===== config.mk =====
export PLATFORM = sky130hd
export DESIGN_NAME = byte_string_bucket_hash_unit
export DESIGN_NICKNAME = d
export VERILOG_FILES = /design/src/rtl/bsbh_pkg.sv /design/src/rtl/byte_string_bucket_hash_unit.sv /design/src/rtl/bsbh_dp.sv /design/src/rtl/bsbh_ctrl.sv
export SDC_FILE = /design/constraint.sdc
export NUM_CORES = 2
export LEC_CHECK = 0
export BUFFER_PORTS_ARGS = -buffer_cell sky130_fd_sc_hd__buf_2
export CAP_MARGIN = 20
export CORE_MARGIN = 10
export CORE_UTILIZATION = 37
export CTS_CLUSTER_DIAMETER = 80
export DETAILED_ROUTE_END_ITERATION = 10
export PLACE_DENSITY_LB_ADDON = 0.2
export SYNTH_ARGS = -nofsm -noshare
export SYNTH_HDL_FRONTEND = slang
export SYNTH_SLANG_ARGS = --single-unit

===== constraint.sdc =====
create_clock -name clk -period 13.4 [get_ports clk]
set_input_delay 3.35 -clock clk [delete_from_list [all_inputs] [get_ports clk]]
set_output_delay 3.35 -clock clk [all_outputs]
set_load 0.1 [all_outputs]

===== src/rtl/bsbh_pkg.sv =====
// ----------------------------------------------------------------------------
// Byte string bucket hash: package
// Widths, constants, state and command types shared by the unit.
// ----------------------------------------------------------------------------
`timescale 1ns / 1ps

package bsbh_pkg;

	localparam int unsigned BYTE_W     = 8;
	localparam int unsigned LEN_W      = 8;
	localparam int unsigned HASH_W     = 32;
	localparam int unsigned FACT_W     = 16;
	localparam int unsigned SIZE_W     = 17;
	localparam int unsigned BUCKET_W   = 16;
	localparam int unsigned IN_DATA_W  = 16;
	localparam int unsigned OUT_DATA_W = 48;
	localparam int unsigned CNT_W      = 5;

	localparam logic [LEN_W-1:0]  MAX_KEY_BYTES = 8'd64;
	localparam logic [LEN_W-1:0]  IDX_SAT       = 8'hFF;
	localparam logic [SIZE_W-1:0] SIZE_RESET    = 17'd1024;
	localparam logic [SIZE_W-1:0] SIZE_ONE      = 17'd1;
	localparam logic [SIZE_W-1:0] SIZE_MAX      = 17'd65536;
	localparam logic [CNT_W-1:0]  DIV_LAST      = 5'd31;

	typedef enum logic [1:0] {
		HM_NONE = 2'd0,
		HM_ADD  = 2'd1,
		HM_MUL  = 2'd2
	} hmode_t;

	typedef enum logic [4:0] {
		ST_IDLE = 5'b00001,
		ST_UPD  = 5'b00010,
		ST_FIN  = 5'b00100,
		ST_DIV  = 5'b01000,
		ST_LOAD = 5'b10000
	} state_t;

	typedef struct packed {
		logic load_in;
		logic update;
		logic finish;
		logic div_step;
		logic emit;
	} cmd_t;

	typedef struct packed {
		logic last;
		logic div_last;
		logic out_free;
	} status_t;

endpackage


===== src/rtl/byte_string_bucket_hash_unit.sv =====
// ----------------------------------------------------------------------------
// Byte string bucket hash unit
// Hashes a key, one byte per request, into a bucket index and raw hash.
// ----------------------------------------------------------------------------
//  channel   | direction | payload
//  s_axis    | in        | tdata {key_length, key_byte}, tlast last_byte
//  m_axis    | out       | tdata {raw_hash, bucket}
//  cfg       | in        | data table_size (17 bits)
//
//  Each byte is accepted and its factor formed, then in the update state folded
//  into the hash (an add for bytes 0 and 1, else the 32x16 multiply). A last
//  byte adds the length multiply, the bit-serial modulo and the result load.
//  Reset clears the running hash, the byte index and table_size to 1024.
//  A stalled result holds in the output register while the next key streams in.
// ----------------------------------------------------------------------------
`timescale 1ns / 1ps

module byte_string_bucket_hash_unit #(
	parameter logic [bsbh_pkg::LEN_W-1:0] MAX_KEY_BYTES = bsbh_pkg::MAX_KEY_BYTES
) (
	input  logic                                clk,
	input  logic                                arst_n,
	input  logic                                s_axis_tvalid,
	output logic                                s_axis_tready,
	input  logic [bsbh_pkg::IN_DATA_W-1:0]      s_axis_tdata,  // key_byte, key_length
	input  logic                                s_axis_tlast,
	output logic                                m_axis_tvalid,
	input  logic                                m_axis_tready,
	output logic [bsbh_pkg::OUT_DATA_W-1:0]     m_axis_tdata,  // bucket, raw_hash
	input  logic                                cfg_valid,
	output logic                                cfg_ready,
	input  logic [bsbh_pkg::SIZE_W-1:0]         cfg_data
);
	import bsbh_pkg::*;

	cmd_t    cmd;
	status_t status;

	assign cfg_ready = 1'b1;

	bsbh_ctrl u_ctrl (
		.clk      (clk),
		.arst_n   (arst_n),
		.in_valid (s_axis_tvalid),
		.in_ready (s_axis_tready),
		.status   (status),
		.cmd      (cmd)
	);

	bsbh_dp #(
		.MAX_KEY_BYTES (MAX_KEY_BYTES)
	) u_dp (
		.clk       (clk),
		.arst_n    (arst_n),
		.cmd       (cmd),
		.status    (status),
		.in_data   (s_axis_tdata),
		.in_last   (s_axis_tlast),
		.cfg_valid (cfg_valid),
		.cfg_data  (cfg_data),
		.out_ready (m_axis_tready),
		.out_valid (m_axis_tvalid),
		.out_data  (m_axis_tdata)
	);

endmodule


===== src/rtl/bsbh_dp.sv =====
// ----------------------------------------------------------------------------
// Byte string bucket hash: datapath
// Factor, running hash, final multiply, bit-serial modulo and result register.
// ----------------------------------------------------------------------------
`timescale 1ns / 1ps

module bsbh_dp #(
	parameter logic [bsbh_pkg::LEN_W-1:0] MAX_KEY_BYTES = bsbh_pkg::MAX_KEY_BYTES
) (
	input  logic                                clk,
	input  logic                                arst_n,
	input  bsbh_pkg::cmd_t                      cmd,
	output bsbh_pkg::status_t                   status,
	input  logic [bsbh_pkg::IN_DATA_W-1:0]      in_data,
	input  logic                                in_last,
	input  logic                                cfg_valid,
	input  logic [bsbh_pkg::SIZE_W-1:0]         cfg_data,
	input  logic                                out_ready,
	output logic                                out_valid,
	output logic [bsbh_pkg::OUT_DATA_W-1:0]     out_data
);
	import bsbh_pkg::*;

	logic [SIZE_W-1:0]     size_q;
	logic [LEN_W-1:0]      idx_q;
	logic [HASH_W-1:0]     hash_q;
	logic [FACT_W-1:0]     factor_q;
	hmode_t                mode_q;
	logic                  last_q;
	logic [LEN_W-1:0]      len_q;
	logic [HASH_W-1:0]     raw_q;
	logic [HASH_W-1:0]     dvd_q;
	logic [BUCKET_W-1:0]   rem_q;
	logic [CNT_W-1:0]      cnt_q;
	logic [OUT_DATA_W-1:0] out_q;
	logic                  out_valid_q;

	logic [BYTE_W-1:0]     byte_w;
	logic [LEN_W-1:0]      len_w;
	logic                  active_w;
	logic [FACT_W-1:0]     bi_w;
	logic [FACT_W-1:0]     bl_w;
	logic [FACT_W-1:0]     fac_w;
	hmode_t                mode_w;
	logic [HASH_W-1:0]     mul_w;
	logic [HASH_W-1:0]     fin_w;
	logic [SIZE_W-1:0]     div_w;
	logic [SIZE_W-1:0]     rem_sh_w;

	assign byte_w   = in_data[BYTE_W-1:0];
	assign len_w    = in_data[IN_DATA_W-1:BYTE_W];
	assign active_w = (idx_q < len_w) && (idx_q < MAX_KEY_BYTES);
	assign bi_w     = {8'h00, byte_w} * {8'h00, idx_q};
	assign bl_w     = {8'h00, byte_w} * {8'h00, len_w};

	always_comb begin
		mode_w = HM_NONE;
		fac_w  = bi_w + {8'h00, len_w} + {8'h00, idx_q};
		if (active_w) begin
			if (idx_q == 8'd0) begin
				mode_w = HM_ADD;
				fac_w  = {8'h00, byte_w};
			end else if (idx_q == 8'd1) begin
				mode_w = HM_ADD;
				fac_w  = bl_w;
			end else begin
				mode_w = HM_MUL;
			end
		end
	end

	assign mul_w = hash_q * {16'h0000, factor_q};
	assign fin_w = hash_q * {24'h000000, len_q};

	always_comb begin
		priority if (size_q == '0) begin
			div_w = SIZE_ONE;
		end else if (size_q > SIZE_MAX) begin
			div_w = SIZE_MAX;
		end else begin
			div_w = size_q;
		end
	end

	assign rem_sh_w = {rem_q, dvd_q[HASH_W-1]};

	// configuration register
	always_ff @(posedge clk or negedge arst_n) begin
		if (!arst_n) begin
			size_q <= SIZE_RESET;
		end else if (cfg_valid) begin
			size_q <= cfg_data;
		end
	end

	// key state
	always_ff @(posedge clk or negedge arst_n) begin
		if (!arst_n) begin
			idx_q  <= '0;
			hash_q <= '0;
		end else begin
			if (cmd.load_in) begin
				if (in_last) begin
					idx_q <= '0;
				end else if (idx_q != IDX_SAT) begin
					idx_q <= idx_q + 8'd1;
				end
			end
			if (cmd.update) begin
				unique case (mode_q)
					HM_ADD:  hash_q <= hash_q + {16'h0000, factor_q};
					HM_MUL:  hash_q <= mul_w;
					default: hash_q <= hash_q;
				endcase
			end else if (cmd.finish) begin
				hash_q <= '0;
			end
		end
	end

	// request payload and division registers
	always_ff @(posedge clk) begin
		if (cmd.load_in) begin
			factor_q <= fac_w;
			mode_q   <= mode_w;
			last_q   <= in_last;
			len_q    <= len_w;
		end
		if (cmd.finish) begin
			raw_q <= fin_w;
			dvd_q <= fin_w;
			rem_q <= '0;
			cnt_q <= '0;
		end else if (cmd.div_step) begin
			dvd_q <= {dvd_q[HASH_W-2:0], 1'b0};
			cnt_q <= cnt_q + 5'd1;
			if (rem_sh_w >= div_w) begin
				rem_q <= BUCKET_W'(rem_sh_w - div_w);
			end else begin
				rem_q <= rem_sh_w[BUCKET_W-1:0];
			end
		end
		if (cmd.emit) begin
			out_q <= {raw_q, rem_q};
		end
	end

	// result register
	always_ff @(posedge clk or negedge arst_n) begin
		if (!arst_n) begin
			out_valid_q <= 1'b0;
		end else if (cmd.emit) begin
			out_valid_q <= 1'b1;
		end else if (out_ready) begin
			out_valid_q <= 1'b0;
		end
	end

	assign status.last     = last_q;
	assign status.div_last = (cnt_q == DIV_LAST);
	assign status.out_free = !out_valid_q || out_ready;

	assign out_valid = out_valid_q;
	assign out_data  = out_q;

endmodule


===== src/rtl/bsbh_ctrl.sv =====
// ----------------------------------------------------------------------------
// Byte string bucket hash: controller
// Sequences accept, hash update, final multiply, modulo and result load.
// ----------------------------------------------------------------------------
`timescale 1ns / 1ps

module bsbh_ctrl (
	input  logic                clk,
	input  logic                arst_n,
	input  logic                in_valid,
	output logic                in_ready,
	input  bsbh_pkg::status_t   status,
	output bsbh_pkg::cmd_t      cmd
);
	import bsbh_pkg::*;

	state_t state_q;
	state_t state_d;

	always_comb begin
		state_d  = state_q;
		cmd      = '0;
		in_ready = 1'b0;
		unique case (state_q)
			ST_IDLE: begin
				in_ready = 1'b1;
				if (in_valid) begin
					cmd.load_in = 1'b1;
					state_d     = ST_UPD;
				end
			end
			ST_UPD: begin
				cmd.update = 1'b1;
				state_d    = status.last ? ST_FIN : ST_IDLE;
			end
			ST_FIN: begin
				cmd.finish = 1'b1;
				state_d    = ST_DIV;
			end
			ST_DIV: begin
				cmd.div_step = 1'b1;
				if (status.div_last) begin
					state_d = ST_LOAD;
				end
			end
			ST_LOAD: begin
				// hold until the result register frees
				if (status.out_free) begin
					cmd.emit = 1'b1;
					state_d  = ST_IDLE;
				end
			end
			default: state_d = ST_IDLE;
		endcase
	end

	always_ff @(posedge clk or negedge arst_n) begin
		if (!arst_n) begin
			state_q <= ST_IDLE;
		end else begin
			state_q <= state_d;
		end
	end

endmodule


==> impl_results.md <==
* Gpl congestion at 0.829
* NumNets Final at 4,375
* DRT Wirelength at 86,300 µm
* Max clock buf depth at 3
* TritonRoute pass-1 iters at 6
* Register bit total from synthesis at 223
* Status: completed
* First-pass GRT wire length at 143,000 µm
* Endpoints failing setup at 0
* Area growth syn-to-layout at 7.94%
* Tmin final at 7.87 ns
* RSZ-0062 raised after global routing: false
* Worst EP required at 13.75 ns
* Die height at 318 µm
* Flop-to-flop setup slack at 5.82 ns
* Core area at 0.0881 mm²
* Reg-to-reg endpoint: u_dp.hash_q[30]
* Post CTS Setup Buffer Count at 0
* Cts hold-fix bufs at 0
* Vias in the first global route at 25,400
* Num CTS Buffers at 28
* Mean Syn Cell Area at 9.23 µm²
* Async SR Flop Fraction at 0.283
* Initial core utilization at 0.372
* Rel. slew slack at 0.211
* CTS clk-pin slew, worst paths at 0.06 ns
* Vias at 23,700
* Setup TNS at 0 ns
* Critical Path End Type: flop
* Share of cells above drive strength 1 at 0.0688
* CP Data Arrival Time at 8.22 ns
* DR WL/cell at 18.2 µm
* Yosys cell types at 84
* Std cell rows at 109
* DRC at 0
* Hold depth at 0
* CTS root buf: clkbuf_16
* Period utilization at 0.587
* GRT overflow at 0
* Post-Syn Nets at 4,371
* CTS resizes at 0
* Cells after synthesis at 3,551
* Reg2reg start: u_dp.hash_q[10]
* Total GRT Usage at 0.174
* WS Path Type: input port to flop
* Achievable Freq at 0.127 GHz
* Clk_lat worst skew at 0.61 ns
* Yosys Warn Count at 0
* CTS tree: yes
* I/O Pins at 90
* Top_reg_cell synth: edfxtp_1
* DPL Wire Length at 64,200 µm
* Max-slew violations at 0
* Critical path startpoint category: input port
* Mapped Area at 0.0328 mm²
* Antenna Nets Post-Route at 0
* I/O Buffers at 88
* Worst Reg-to-Reg Cells at 22
* Ant. Diodes at 0
* Die W at 318 µm
* Worst hold endpoint: u_dp.out_data[24]
* Worst Tran Pin Value at 1.18 ns
* Number of max-cap violations at 0
* Die footprint at 0.101 mm²
* Sink Count at 223
* Hold Crit Class: flop to flop
* Detailed router's first-iteration violation count at 1,292
* Initial antenna violation count at 0
* HP Start: u_dp.raw_q[8]
* Post-synth EDFFs at 139
* H-tree levels at 1
* Final Hold Vio Count at 0
* Pin count of the biggest net entering global routing at 68
* Max FO, Critical Path at 17
* Sequential fraction of the synthesis area at 0.188
* Worst Skew at 0.0643 ns
* DR vias/cell at 5.00
-- worst max path at each step --
stage                          startpoint           endpoint
final                     s_axis_tdata[4]  u_dp.factor_q[15]
after detailed placement  s_axis_tdata[4]  u_dp.factor_q[15]
after CTS                 s_axis_tdata[4]  u_dp.factor_q[15]
after floorplan           s_axis_tdata[5]  u_dp.factor_q[15]
after global placement    s_axis_tdata[4]  u_dp.factor_q[15]
after global routing      s_axis_tdata[4]  u_dp.factor_q[15]
-- worst max-delay path: stages --
cell and delay, ns:
buf_2 0.36, nand2_1 0.14, fa_1 0.51, fa_1 0.52, inv_1 0.04, ha_1 0.26, inv_1 0.04, fa_1 0.47
inv_1 0.05, fa_1 0.44, ha_1 0.30, a21oi_1 0.22, o21bai_1 0.10, a21oi_1 0.24, o21ai_0 0.23, a41oi_1 0.41
a21oi_1 0.11, a21oi_1 0.18, xnor2_1 0.14, o22ai_1 0.10
-- per-stage QoR --
step	area (µm²)	std cells	utilization	hold slack, ns	setup WS [ns]
2_1_floorplan	32800	3551	-	0.400	5.39
3_3_place_gp	34500	4688	0.391	0.401	5.01
3_5_place_dp	34500	4688	0.391	0.405	4.97
4_1_cts	35400	4739	0.401	0.419	5.60
5_1_grt	35400	4741	0.402	0.422	5.22
6_report	35400	4741	0.402	0.418	5.53
-- sequential cells by signal (all words and copies together) (netlist names) --
register        count
u_dp.dvd_q         32
u_dp.cnt_q          5
u_dp.idx_q          8
u_dp.len_q          8
u_dp.out_data      48
u_ctrl.state_q      5
u_dp.factor_q      16
u_dp.out_valid      1
u_dp.size_q        17
u_dp.rem_q         16
u_dp.mode_q         2
u_dp.raw_q         32
u_dp.last_q         1
u_dp.hash_q        32
-- cell usage in the layout (no fill, tap or decap), types with 15 or more instances in the layout --
cell         n
buf_4       55
clkbuf_16   28
o21a_1      18
mux2i_1     18
o21ai_1     20
xor2_1      38
nor3_1      37
edfxtp_1   139
buf_2       88
a21o_1      27
xnor2_1     93
o21ai_0    103
nand2_1    624
fa_1       547
dfxtp_1     21
inv_1      618
and2_1     299
a21oi_1     93
a31oi_1     15
mux2_2      25
nor2_1      92
ha_1       234
dfrtp_1     61
nand3_1     42
-- area by class of cell --
type / count / area, µm²
Clock inverter: 19 / 183
Sequential cell: 223 / 6170
Clock buffer: 32 / 716
Multi-Input combinational cell: 2539 / 23700
Fill cell: 8827 / 52700
Tap cell: 1165 / 1460
Inverter: 619 / 2320
Timing Repair Buffer: 144 / 881
-- kinds of logic (layout without fill, tap and decap cells) --
family / after synthesis / count (layout) / synth area share
and+or+nand+nor: 1189 / 1189 / 0.170
buffers and inverters: 789 / 814 / 0.0907
adders and majority gates: 781 / 781 / 0.423
AOI/OAI and AO/OA: 393 / 393 / 0.0781
DFF: 223 / 223 / 0.188
xor gates and xnor gates: 131 / 131 / 0.0350
muxes: 44 / 44 / 0.0145
other: 1 / 1 / 0.000114
-- cells in the mapped netlist, types with 42 or more instances --
cell type	instances	area [µm²]
nand2_1	624	2340
inv_1	618	2320
fa_1	547	11000
and2_1	299	1870
ha_1	234	2930
clkbuf_1	162	608
edfxtp_1	139	4170
o21ai_0	103	515
a21oi_1	94	470
xnor2_1	93	815
nor2_1	92	345
dfrtp_1	61	1530
nand3_1	42	210
-- per-layer routing --
layer	up-vias	wire length [µm]	track usage
met5	-	0	0
met4	0	1470	0.0314
met3	81	3550	0.0172
met2	500	41400	0.298
met1	12000	39900	0.238
li1	11100	-	-
Power is not shown: default switching activity piles up to over one toggle a cycle in this logic, so the estimate is an artifact.
